[config.mk]
export PLATFORM = sky130hd
export DESIGN_NAME = i2s_fifo_register_block
export DESIGN_NICKNAME = d
export VERILOG_FILES = /design/src/hw/rtl/i2sfrb_pkg.sv /design/src/hw/rtl/i2s_fifo_register_block.sv
export VERILOG_INCLUDE_DIRS = /design/src /design/src/hw/rtl
export SDC_FILE = /design/constraint.sdc
export NUM_CORES = 1
export LEC_CHECK = 0
export ABC_AREA = 0
export CORE_ASPECT_RATIO = 1.5
export CORE_MARGIN = 2
export CORE_UTILIZATION = 50
export DETAILED_ROUTE_END_ITERATION = 6
export DONT_BUFFER_PORTS = 1
export GPL_TIMING_DRIVEN = 1
export SYNTH_ARGS = -nofsm -noshare
export SYNTH_HDL_FRONTEND = slang
export SYNTH_SLANG_ARGS = --single-unit
[constraint.sdc]
create_clock -name clk -period 11.7 [get_ports clk]
set_clock_uncertainty 0.2 [all_clocks]
set_input_delay 1.17 -clock clk [delete_from_list [all_inputs] [get_ports clk]]
set_output_delay 1.17 -clock clk [all_outputs]
set_load 0.005 [all_outputs]
[src/hw/rtl/i2s_fifo_register_block_assert.svh]
// assertion macros for the i2s register block
`ifndef I2S_FIFO_REGISTER_BLOCK_ASSERT_SVH
`define I2S_FIFO_REGISTER_BLOCK_ASSERT_SVH

// condition holds at every clock edge outside reset
`define IFRB_ASSERT_ALWAYS(label, cond, msg) \
  label: assert property (@(posedge clk) disable iff (rst) (cond)) else $error(msg);

// antecedent in one cycle implies consequent in the next
`define IFRB_ASSERT_NEXT(label, ante, cons, msg) \
  label: assert property (@(posedge clk) disable iff (rst) (ante) |=> (cons)) \
    else $error(msg);

`endif

[src/hw/rtl/i2sfrb_pkg.sv]
package i2sfrb_pkg;

  // item kinds
  typedef enum logic [2:0] {
    MODE_BUS_READ   = 3'd0,
    MODE_BUS_WRITE  = 3'd1,
    MODE_DMA_POP    = 3'd2,
    MODE_DMA_PUSH   = 3'd3,
    MODE_DRAIN_TICK = 3'd4,
    MODE_CLOCK_CTRL = 3'd5
  } mode_t;

  // register byte offsets
  localparam logic [7:0] OFF_CTRL     = 8'h00;
  localparam logic [7:0] OFF_INT      = 8'h04;
  localparam logic [7:0] OFF_BCLK     = 8'h10;
  localparam logic [7:0] OFF_FIFO_CFG0 = 8'h80;
  localparam logic [7:0] OFF_FIFO_CFG1 = 8'h84;
  localparam logic [7:0] OFF_TX_DATA  = 8'h88;
  localparam logic [7:0] OFF_RX_DATA  = 8'h8C;
  localparam logic [7:0] OFF_PIN      = 8'hFC;

  // register widths
  localparam int CtrlW = 21;
  localparam int IntW  = 27;
  localparam int BclkW = 28;
  localparam int ThrW  = 28;
  localparam int PinW  = 8;

  // write masks and reset values
  localparam logic [IntW-1:0]  INT_CTRL_MASK  = 27'h7000700;
  localparam logic [IntW-1:0]  INT_CTRL_RESET = 27'h7000700;
  localparam logic [BclkW-1:0] BCLK_MASK      = 28'hFFF0FFF;
  localparam logic [BclkW-1:0] BCLK_RESET     = 28'h0010001;
  localparam logic [ThrW-1:0]  THR_MASK       = 28'hF0F0000;
  localparam logic [31:0]      FREE_MASK      = 32'h0000001F;

  // bit positions
  localparam int CTRL_TX_EN     = 2;
  localparam int FCF_DMA_TX_EN  = 0;
  localparam int FCF_TX_OVER    = 4;
  localparam int FCF_RX_UNDER   = 7;
  localparam int WR_TX_FLUSH    = 2;
  localparam int WR_RX_CLEAR    = 3;
  localparam int INT_TX_MASK    = 8;
  localparam int INT_ERR_MASK   = 10;
  localparam int INT_TX_EN      = 24;
  localparam int INT_ERR_EN     = 26;
  localparam int THR_TX_LO      = 16;

  // clock flags: bit 0 clock on, bit 1 module clock on, bit 2 reset asserted
  localparam logic [2:0] CLK_FLAGS_RESET  = 3'b011;
  localparam logic [2:0] CLK_FLAGS_ACTIVE = 3'b011;
  localparam int         CLK_RESET_BIT    = 2;

  localparam logic [3:0] DMA_MAX_WIDTH = 4'd4;

endpackage

[src/hw/rtl/i2s_fifo_register_block.sv]
// channel  | valid     | stall     | payload
// ---------+-----------+-----------+---------------------------------------------
// input    | in_valid  | in_stall  | mode offset write_data dma_width clock bits
// output   | out_valid | out_stall | read_data irq dma_write_ready
//          |           |           | dma_read_ready drain_pending
//
// one item per cycle while in_stall is low; its result is registered at the accepting edge
// state update and result are computed in one pass from the state registers
// into the result register
// rst (synchronous) returns registers, fill count and clock flags to reset values
// in_stall rises only while the result register is full and out_stall is high
`include "i2s_fifo_register_block_assert.svh"

module i2s_fifo_register_block
  import i2sfrb_pkg::*;
#(
  parameter int FIFO_DEPTH = 16
) (
  input  logic        clk,
  input  logic        rst,
  input  logic        in_valid,
  output logic        in_stall,
  input  logic [2:0]  mode,
  input  logic [7:0]  offset,
  input  logic [31:0] write_data,
  input  logic [3:0]  dma_width,
  input  logic        clock_on,
  input  logic        module_clock_on,
  input  logic        reset_on,
  output logic        out_valid,
  input  logic        out_stall,
  output logic [31:0] read_data,
  output logic        irq,
  output logic        dma_write_ready,
  output logic        dma_read_ready,
  output logic        drain_pending
);

  localparam int FillW = $clog2(FIFO_DEPTH + 1);
  localparam int CmpW  = (FillW > 4) ? FillW : 4;
  localparam logic [FillW-1:0] Depth = FillW'(FIFO_DEPTH);

  // state registers
  logic [CtrlW-1:0] control_word, control_word_next;
  logic [IntW-1:0]  interrupt_control, interrupt_control_next;
  logic [BclkW-1:0] bit_clock_word, bit_clock_word_next;
  logic [31:0]      fifo_control_flags, fifo_control_flags_next;
  logic [ThrW-1:0]  fifo_thresholds, fifo_thresholds_next;
  logic [PinW-1:0]  pin_config, pin_config_next;
  logic [FillW-1:0] tx_fill, tx_fill_next;
  logic             drain_waiting, drain_waiting_next;
  logic [2:0]       clock_flags, clock_flags_next;

  logic        accept;
  logic        active, active_next;
  logic [FillW-1:0] free_cur, free_next;
  logic        cause_tx_cur, cause_err_cur, cause_tx_next, cause_err_next;
  logic [31:0] rd_next;
  logic        irq_next;
  logic        wr_ready_next;
  logic [3:0]  sticky;

  assign accept   = in_valid && !in_stall;
  assign in_stall = out_valid && out_stall;

  // live causes of the current state, for status reads
  assign active        = (clock_flags == CLK_FLAGS_ACTIVE);
  assign free_cur      = Depth - tx_fill;
  assign cause_tx_cur  = CmpW'(free_cur) >
                         CmpW'(fifo_thresholds[THR_TX_LO +: 4]);
  assign cause_err_cur = |fifo_control_flags[7:4];

  // next state for one item
  always_comb begin
    control_word_next       = control_word;
    interrupt_control_next  = interrupt_control;
    bit_clock_word_next     = bit_clock_word;
    fifo_control_flags_next = fifo_control_flags;
    fifo_thresholds_next    = fifo_thresholds;
    pin_config_next         = pin_config;
    tx_fill_next            = tx_fill;
    drain_waiting_next      = drain_waiting;
    clock_flags_next        = clock_flags;
    sticky                  = fifo_control_flags[7:4];
    rd_next                 = '0;

    unique case (mode)
      MODE_BUS_READ: begin
        unique case (offset)
          OFF_CTRL:      rd_next = 32'(control_word);
          OFF_INT:       rd_next = 32'(interrupt_control & INT_CTRL_MASK)
                                   | {29'b0, cause_err_cur, 1'b0, cause_tx_cur};
          OFF_BCLK:      rd_next = 32'(bit_clock_word);
          OFF_FIFO_CFG0: rd_next = fifo_control_flags;
          OFF_FIFO_CFG1: rd_next = 32'(free_cur) & FREE_MASK;
          OFF_RX_DATA:   fifo_control_flags_next[FCF_RX_UNDER] = 1'b1;
          OFF_PIN:       rd_next = 32'(pin_config);
          default:       rd_next = '0;
        endcase
      end
      MODE_BUS_WRITE: begin
        if (!clock_flags[CLK_RESET_BIT]) begin
          unique case (offset)
            OFF_CTRL: begin
              control_word_next = write_data[CtrlW-1:0];
              if (!drain_waiting && tx_fill != '0 && active && write_data[CTRL_TX_EN])
                drain_waiting_next = 1'b1;
            end
            OFF_INT:  interrupt_control_next = write_data[IntW-1:0] & INT_CTRL_MASK;
            OFF_BCLK: bit_clock_word_next = write_data[BclkW-1:0] & BCLK_MASK;
            OFF_FIFO_CFG0: begin
              if (write_data[WR_TX_FLUSH]) begin
                tx_fill_next = '0;
                sticky[1:0]  = 2'b00;
              end
              if (write_data[WR_RX_CLEAR])
                sticky[3:2] = 2'b00;
              fifo_control_flags_next = {write_data[31:8], sticky, 2'b00,
                                         write_data[1:0]};
            end
            OFF_FIFO_CFG1: fifo_thresholds_next = write_data[ThrW-1:0] & THR_MASK;
            OFF_TX_DATA: begin
              if (tx_fill >= Depth) begin
                fifo_control_flags_next[FCF_TX_OVER] = 1'b1;
              end else begin
                tx_fill_next = tx_fill + FillW'(1);
                if (!drain_waiting && active && control_word[CTRL_TX_EN])
                  drain_waiting_next = 1'b1;
              end
            end
            OFF_PIN: pin_config_next = write_data[PinW-1:0];
            default: ;
          endcase
        end
      end
      MODE_DMA_POP: fifo_control_flags_next[FCF_RX_UNDER] = 1'b1;
      MODE_DMA_PUSH: begin
        if (tx_fill >= Depth) begin
          fifo_control_flags_next[FCF_TX_OVER] = 1'b1;
        end else begin
          tx_fill_next = tx_fill + FillW'(1);
          if (!drain_waiting && active && control_word[CTRL_TX_EN])
            drain_waiting_next = 1'b1;
        end
      end
      MODE_DRAIN_TICK: begin
        if (drain_waiting) begin
          drain_waiting_next = 1'b0;
          if (active && control_word[CTRL_TX_EN])
            tx_fill_next = '0;
        end
      end
      MODE_CLOCK_CTRL: begin
        clock_flags_next = {reset_on, module_clock_on, clock_on};
        if (reset_on) begin
          control_word_next       = '0;
          interrupt_control_next  = INT_CTRL_RESET;
          bit_clock_word_next     = BCLK_RESET;
          fifo_control_flags_next = '0;
          fifo_thresholds_next    = '0;
          pin_config_next         = '0;
          tx_fill_next            = '0;
          drain_waiting_next      = 1'b0;
        end else if ({reset_on, module_clock_on, clock_on} != CLK_FLAGS_ACTIVE) begin
          drain_waiting_next = 1'b0;
        end else if (tx_fill != '0 && control_word[CTRL_TX_EN]) begin
          drain_waiting_next = 1'b1;
        end
      end
      default: ;
    endcase
  end

  // result from the updated state
  assign active_next    = (clock_flags_next == CLK_FLAGS_ACTIVE);
  assign free_next      = Depth - tx_fill_next;
  assign cause_tx_next  = CmpW'(free_next) >
                          CmpW'(fifo_thresholds_next[THR_TX_LO +: 4]);
  assign cause_err_next = |fifo_control_flags_next[7:4];
  assign irq_next = active_next &&
      ((cause_tx_next && interrupt_control_next[INT_TX_EN]
        && !interrupt_control_next[INT_TX_MASK]) ||
       (cause_err_next && interrupt_control_next[INT_ERR_EN]
        && !interrupt_control_next[INT_ERR_MASK]));
  assign wr_ready_next = (dma_width <= DMA_MAX_WIDTH) && active_next &&
                         control_word_next[CTRL_TX_EN] &&
                         fifo_control_flags_next[FCF_DMA_TX_EN] && cause_tx_next;

  // state registers
  always_ff @(posedge clk) begin
    if (rst) begin
      control_word       <= '0;
      interrupt_control  <= INT_CTRL_RESET;
      bit_clock_word     <= BCLK_RESET;
      fifo_control_flags <= '0;
      fifo_thresholds    <= '0;
      pin_config         <= '0;
      tx_fill            <= '0;
      drain_waiting      <= 1'b0;
      clock_flags        <= CLK_FLAGS_RESET;
    end else if (accept) begin
      control_word       <= control_word_next;
      interrupt_control  <= interrupt_control_next;
      bit_clock_word     <= bit_clock_word_next;
      fifo_control_flags <= fifo_control_flags_next;
      fifo_thresholds    <= fifo_thresholds_next;
      pin_config         <= pin_config_next;
      tx_fill            <= tx_fill_next;
      drain_waiting      <= drain_waiting_next;
      clock_flags        <= clock_flags_next;
    end
  end

  // result register valid
  always_ff @(posedge clk) begin
    if (rst) begin
      out_valid <= 1'b0;
    end else if (accept) begin
      out_valid <= 1'b1;
    end else if (!out_stall) begin
      out_valid <= 1'b0;
    end
  end

  // result register payload
  always_ff @(posedge clk) begin
    if (accept) begin
      read_data       <= rd_next;
      irq             <= irq_next;
      dma_write_ready <= wr_ready_next;
      drain_pending   <= drain_waiting_next;
    end
  end

  // no receive path
  assign dma_read_ready = 1'b0;

  // checks
  `IFRB_ASSERT_ALWAYS(a_fill_bound, tx_fill <= Depth, "tx fill count above depth")
  `IFRB_ASSERT_ALWAYS(a_no_drain_in_reset, !(clock_flags[CLK_RESET_BIT] && drain_waiting), "drain pending while reset asserted")
  `IFRB_ASSERT_NEXT(a_accept_gives_result, accept, out_valid, "accepted beat gave no result")

endmodule

* Word level (Yosys, flattened, before mapping)
Index checks and enable logic that the tools add are counted.
Storage, ports and cells: register bits after elaboration 165, input bits 54, output and inout bits 38
Operators by class: add/subtract/negate cells 3, magnitude comparators 4, eq/ne operators 23, multiplexer cells 55, bitwise gates (word level) 1, reduce and logical (&&, ||, !) cells 34
Operator list (count):
- one-hot mux 32 bit (6 select lines) | 1
- two-way mux 27 bit | 4
- two-way mux 28 bit | 3
- two-way mux 32 bit | 2
- two-way mux 21 bit | 3
- two-way mux 20 bit | 3
- one-hot mux 28 bit (2 select lines) | 1
- one-hot mux 27 bit (2 select lines) | 1
- one-hot mux 24 bit (2 select lines) | 1
- one-hot mux 21 bit (2 select lines) | 1
- == test 8 bit (second input constant) | 5
- one-hot mux 20 bit (2 select lines) | 1
- two-way mux 5 bit | 6
- bitwise OR 27 x 3 -> 27 bit | 1
- AND reduction 5 bit | 5
- two-way mux 8 bit | 3
- one-hot mux 5 bit (4 select lines) | 1
- logical AND 1 bit | 18
- one-hot mux 8 bit (2 select lines) | 1
- == test 3 x 2 -> 1 bit (second input constant) | 4
- inequality test 2 x 1 -> 1 bit (second input constant) | 6
- two-way mux 1 bit | 11
- greater-than comparator 5 x 4 -> 1 bit | 2
- one-hot mux 5 bit (2 select lines) | 1
- other kinds (25) | 35

* Logic depth before layout (Yosys ltp)
depth in word-level cells 11, depth in mapped cells 18, mapped depth without buffers 18

* Worst setup path before layout
No wires, ideal clock.
kind input port to flip-flop, start point input port offset[2], end point register irq, data pin, setup time 0.256 ns, arrival 4.117 ns, required time 11.244 ns, setup slack 7.127 ns, stages 17, cell sequence clkbuf_1 -> or4_1 -> buf_2 -> o211ai_1 -> a22oi_1 -> a31oi_1 -> inv_1 -> ha_1 -> xor2_1 -> ha_1 -> a21oi_1 -> o22ai_1 -> o22ai_1 -> inv_1 -> a311o_1 -> o221a_2 -> a22o_1
Between the ends: cells in the longest elaborated chain, start to end 10, elaborated cells between the ends (all ways) 32, classes of those cells add/sub (1); order compare (1); eq/ne (5); mux (16); reduce/logical (9)
RTL lines:
- start: declaration | RTL line i2s_fifo_register_block.sv:24 | input logic [7:0] offset,
- == test 8 bit | RTL line i2s_fifo_register_block.sv:103 | unique case (offset)
- one-hot mux 5 bit (2 select lines) | RTL line i2s_fifo_register_block.sv:103
- two-way mux 5 bit | RTL line i2s_fifo_register_block.sv:102 | if (!clock_flags[CLK_RESET_BIT]) begin
- one-hot mux 5 bit (4 select lines) | RTL line i2s_fifo_register_block.sv:87 | unique case (mode)
- subtractor 5 bit | RTL line i2s_fifo_register_block.sv:176 | assign free_next = Depth - tx_fill_next;
- greater-than comparator 5 x 4 -> 1 bit | RTL line i2s_fifo_register_block.sv:177 | assign cause_tx_next = CmpW'(free_next) >
- logical AND 1 bit | RTL line i2s_fifo_register_block.sv:181 | ((cause_tx_next && interrupt_control_next[INT_TX_EN]
- logical AND 1 bit | RTL line i2s_fifo_register_block.sv:182 | && !interrupt_control_next[INT_TX_MASK]) ||
- logical OR 1 bit (*) | RTL line i2s_fifo_register_block.sv:182
- logical AND 1 bit (*) | RTL line i2s_fifo_register_block.sv:180 | assign irq_next = active_next &&
- via irq_next | RTL line i2s_fifo_register_block.sv:59 | logic irq_next;
- end signal: assignment | RTL line i2s_fifo_register_block.sv:229 | irq <= irq_next;
- end: declaration | RTL line i2s_fifo_register_block.sv:33 | output logic irq,
Mark *: on every way through the listed nets, which the timed path passes. The rest lies on a longest branch. The select of a mux whose other input is x is not followed. A chain may end at the register's enable or synchronous reset.

* Worst setup path in the final report
start point input port offset[1], end point register irq, data pin
The elaborated chain is that of the path after synthesis.

==> results.yml <==
sta:
  period_share_pct: 39.40
  fmax_mhz: 216.9
  finalHoldViolations: 0
  holdWs_ps: 249.1
  setup_viol: 0
  slew_headroom_pct: 21.48
  final-max-slew-violation-count: 0
  setup_tns_ps: 0
  grt_setup_unrepaired: "false"
  layout_min_cycle_time_ps: 4610
  max_slew.worst_pin.slew_ps: 1178
global_route:
  grt_remaining_overflow: 0
  antenna_found_initial: 0
  grt_usage_pct: 29.17
  grt_pass1_wl_um: 30210
  first_global_vias: 5595
  gr-usage-met3_pct: 5.858
  use_met1_pct: 35.35
  grt_max_degree: 103
  gr-max-usage-layer: "met2"
  met2_usage_pct: 50.26
die:
  die-width_um: 96.56
  ios: 92
  rows: 50
  start_util_pct: 51.35
  die-area_um2: 13790
  die_h_um: 142.8
  fp.coreArea_um2: 12510
routing:
  vias: 5672
  drt_first_pass_iters: 7
  wl_per_cell_um: 21.86
  drt-initial-drc-count: 497
  drc: 0
  ant_nets: 0
  wl_um: 19260
  viasPerCell: 6.438
synthesis:
  synth_top_area_share_pct: 32.09
  synth_fp_nets: 801
  syn_area_um2: 6425
  avgSynthCellArea_um2: 8.753
  synth_edf_count: 35
  ys.flop_type: "dfxtp_1"
  syn-instance-count: 734
  synth-seq-cells: 138
  async_flop_share_pct: 0
  yosys_warnings: 0
  yosysSeqAreaShare_pct: 48.45
  netlist-cell-type-count: 67
  yosys-top-cells-area: "dfxtp_1 (32%), edfxtp_1 (16%), nor2_1 (5.7%)"
  yosysTopAreaCell: "dfxtp_1"
worst_setup_path:
  cp_slowest_cell: "or4_1"
  cp_slowest_stage_delay_ps: 680
  crit_fanout: 6
  ff2ff_path_depth: 18
  worst-path-buf-inv: 2
  path_depth: 15
  required_ps: 11670
  critPathArrivalTime_ps: 4580
  cp_cell_sequence: "or4_1, o211ai_1, a22oi_1, a31oi_1, inv_1, ha_1, xor2_1, ha_1, a21oi_1, o22ai_1, o22ai_1, inv_1, a311o_1, o221a_2, a22o_1"
  crit_path_end_kind: "flip-flop"
  critical_path_class: "in -> reg"
  start_kind: "input pin"
  path_delay_family: "compound AO/OA/AOI/OAI gates"
clock_tree:
  insertion_delay_ps: 420
  clock_sinks: 138
  cts_buffer_depth: 2
  post_cts_buffers: 0
  clk_pin_slew_ps: 60
  ctsHoldBuffers: 0
  cts_max_level: 4
  clockRootBuffer: "clkbuf_16"
  cts_resized: 0
  cts_tree: "built"
  numCtsBuffers: 17
layout:
  diodes: 0
  layout_commonest_cell: "dfxtp_1"
  nNetsFinal: 779
  final_cell_mix: "dfxtp_1 (103), nor2_1 (97), nand2_1 (86), a21oi_1 (73)"
  num-fill-cells: 1186
  syn2layout_area_growth_pct: 9.990
  drive_gt1_share_pct: 8.552
pwr:
  peakVddDrop_v: 0.0001065
  leakagePower_nw: 2.362
  powerDensity_nw_per_um2: 152.9
min_path:
  hold_depth: 2
  hold_class: "reg -> reg"
job:
  cap_violations: 0
place:
  hpwl_um: 12590
  place.gp.congestion: 0.8918
  port_buffers: 0
outcome:
  status: "complete, no violations"
-- stage by stage --
| stage | util (%) | instances | area, um^2 | setup WS, ps | total power, mW |
|---|---|---|---|---|---|
| detailed placement | 52.17 | 849 | 6528 | 6706 | 0.5972 |
| global route | 56.48 | 881 | 7067 | 6857 | 1.118 |
| finish | 56.48 | 881 | 7067 | 7090 | 1.081 |
| floorplan | - | 734 | 6425 | 7127 | 0.5805 |
| CTS | 56.48 | 881 | 7067 | 7124 | 1.087 |
| global placement | 52.17 | 849 | 6528 | 6741 | 0.5960 |
-- cells in the mapped netlist, types with 3 or more instances --
cell type / instances
buf_2: 8
nor3b_1: 4
nor2b_1: 5
nand3_1: 46
o22ai_1: 4
nor3_1: 19
o21ai_0: 10
inv_1: 18
and3_1: 8
or4_1: 3
and2_1: 5
a222oi_1: 13
nor2_1: 98
a22o_1: 4
nand3b_1: 3
a211o_1: 5
nand2_1: 86
a221oi_1: 4
ha_1: 13
nand4_1: 3
edfxtp_1: 35
a21oi_1: 73
a31oi_1: 5
a22oi_1: 46
a211oi_1: 10
dfxtp_1: 103
clkbuf_1: 41
o21ai_1: 3
nand2b_1: 6
-- layer usage --
layer / share of wire (%) / routed length, um
met1: 39 / 7494
met2: 52 / 10050
met3: 6.1 / 1181
met4: 2.8 / 530
met5: 0 / 0
-- area by class of cell --
| class | instances | area [um^2] | share of cell area, % |
|---|---|---|---|
| clock inverters | 14 | 110.1 | 1.558 |
| repair buffers | 11 | 82.58 | 1.169 |
| flip-flops and latches | 138 | 3113 | 44.05 |
| well taps | 156 | 195.2 | 2.762 |
| clock buffers | 18 | 429.2 | 6.073 |
| inverters | 18 | 67.56 | 0.9561 |
| multi-input cells | 526 | 3069 | 43.43 |
-- worst register-to-register path: stages (launching register included) --
cell	delay (ps)
dfxtp_1	400
inv_1	180
ha_1	210
nor3b_1	330
ha_1	270
nor2b_1	100
or2_2	340
a31oi_1	240
inv_1	100
ha_1	230
xor2_1	180
ha_1	310
a21oi_1	130
o22ai_1	90
o22ai_1	180
inv_1	70
a311o_1	320
o221a_2	130
a22o_1	190
-- final timing paths --
kind | from | end | slack, ps
hold / removal | control_word[0] | control_word[0] | 250
setup reg to reg | tx_fill[0] | irq | 7250
hold reg to reg | control_word[0] | control_word[0] | 250
setup / recovery | offset[1] | irq | 7090
-- power by group --
part	internal (mW)	leakage [nW]	switching, mW
sequential	0.500	1.19	0.00938
combinational	0.0285	0.920	0.0493
clock	0.274	0.255	0.219
-- sequential cells by signal, indices dropped and copies added (netlist names), 3 cells and up --
name,cells
bit_clock_word,24
clock_flags,3
control_word,21
fifo_control_flags,30
fifo_thresholds,4
interrupt_control,6
pin_config,8
read_data,32
tx_fill,5
-- cell families after synthesis --
kind of cell / count (synthesis) / share of synthesized area (%)
adder cells (fa/ha/maj): 13 / 2.532
XOR/XNOR: 4 / 0.5454
flip-flops: 138 / 48.45
other: 1 / 0.05837
AND/OR/NAND/NOR: 304 / 22.24
AO/OA/AOI/OAI: 204 / 21.81
buffers and inverters: 70 / 4.362
(Power assumes the default switching activity.)
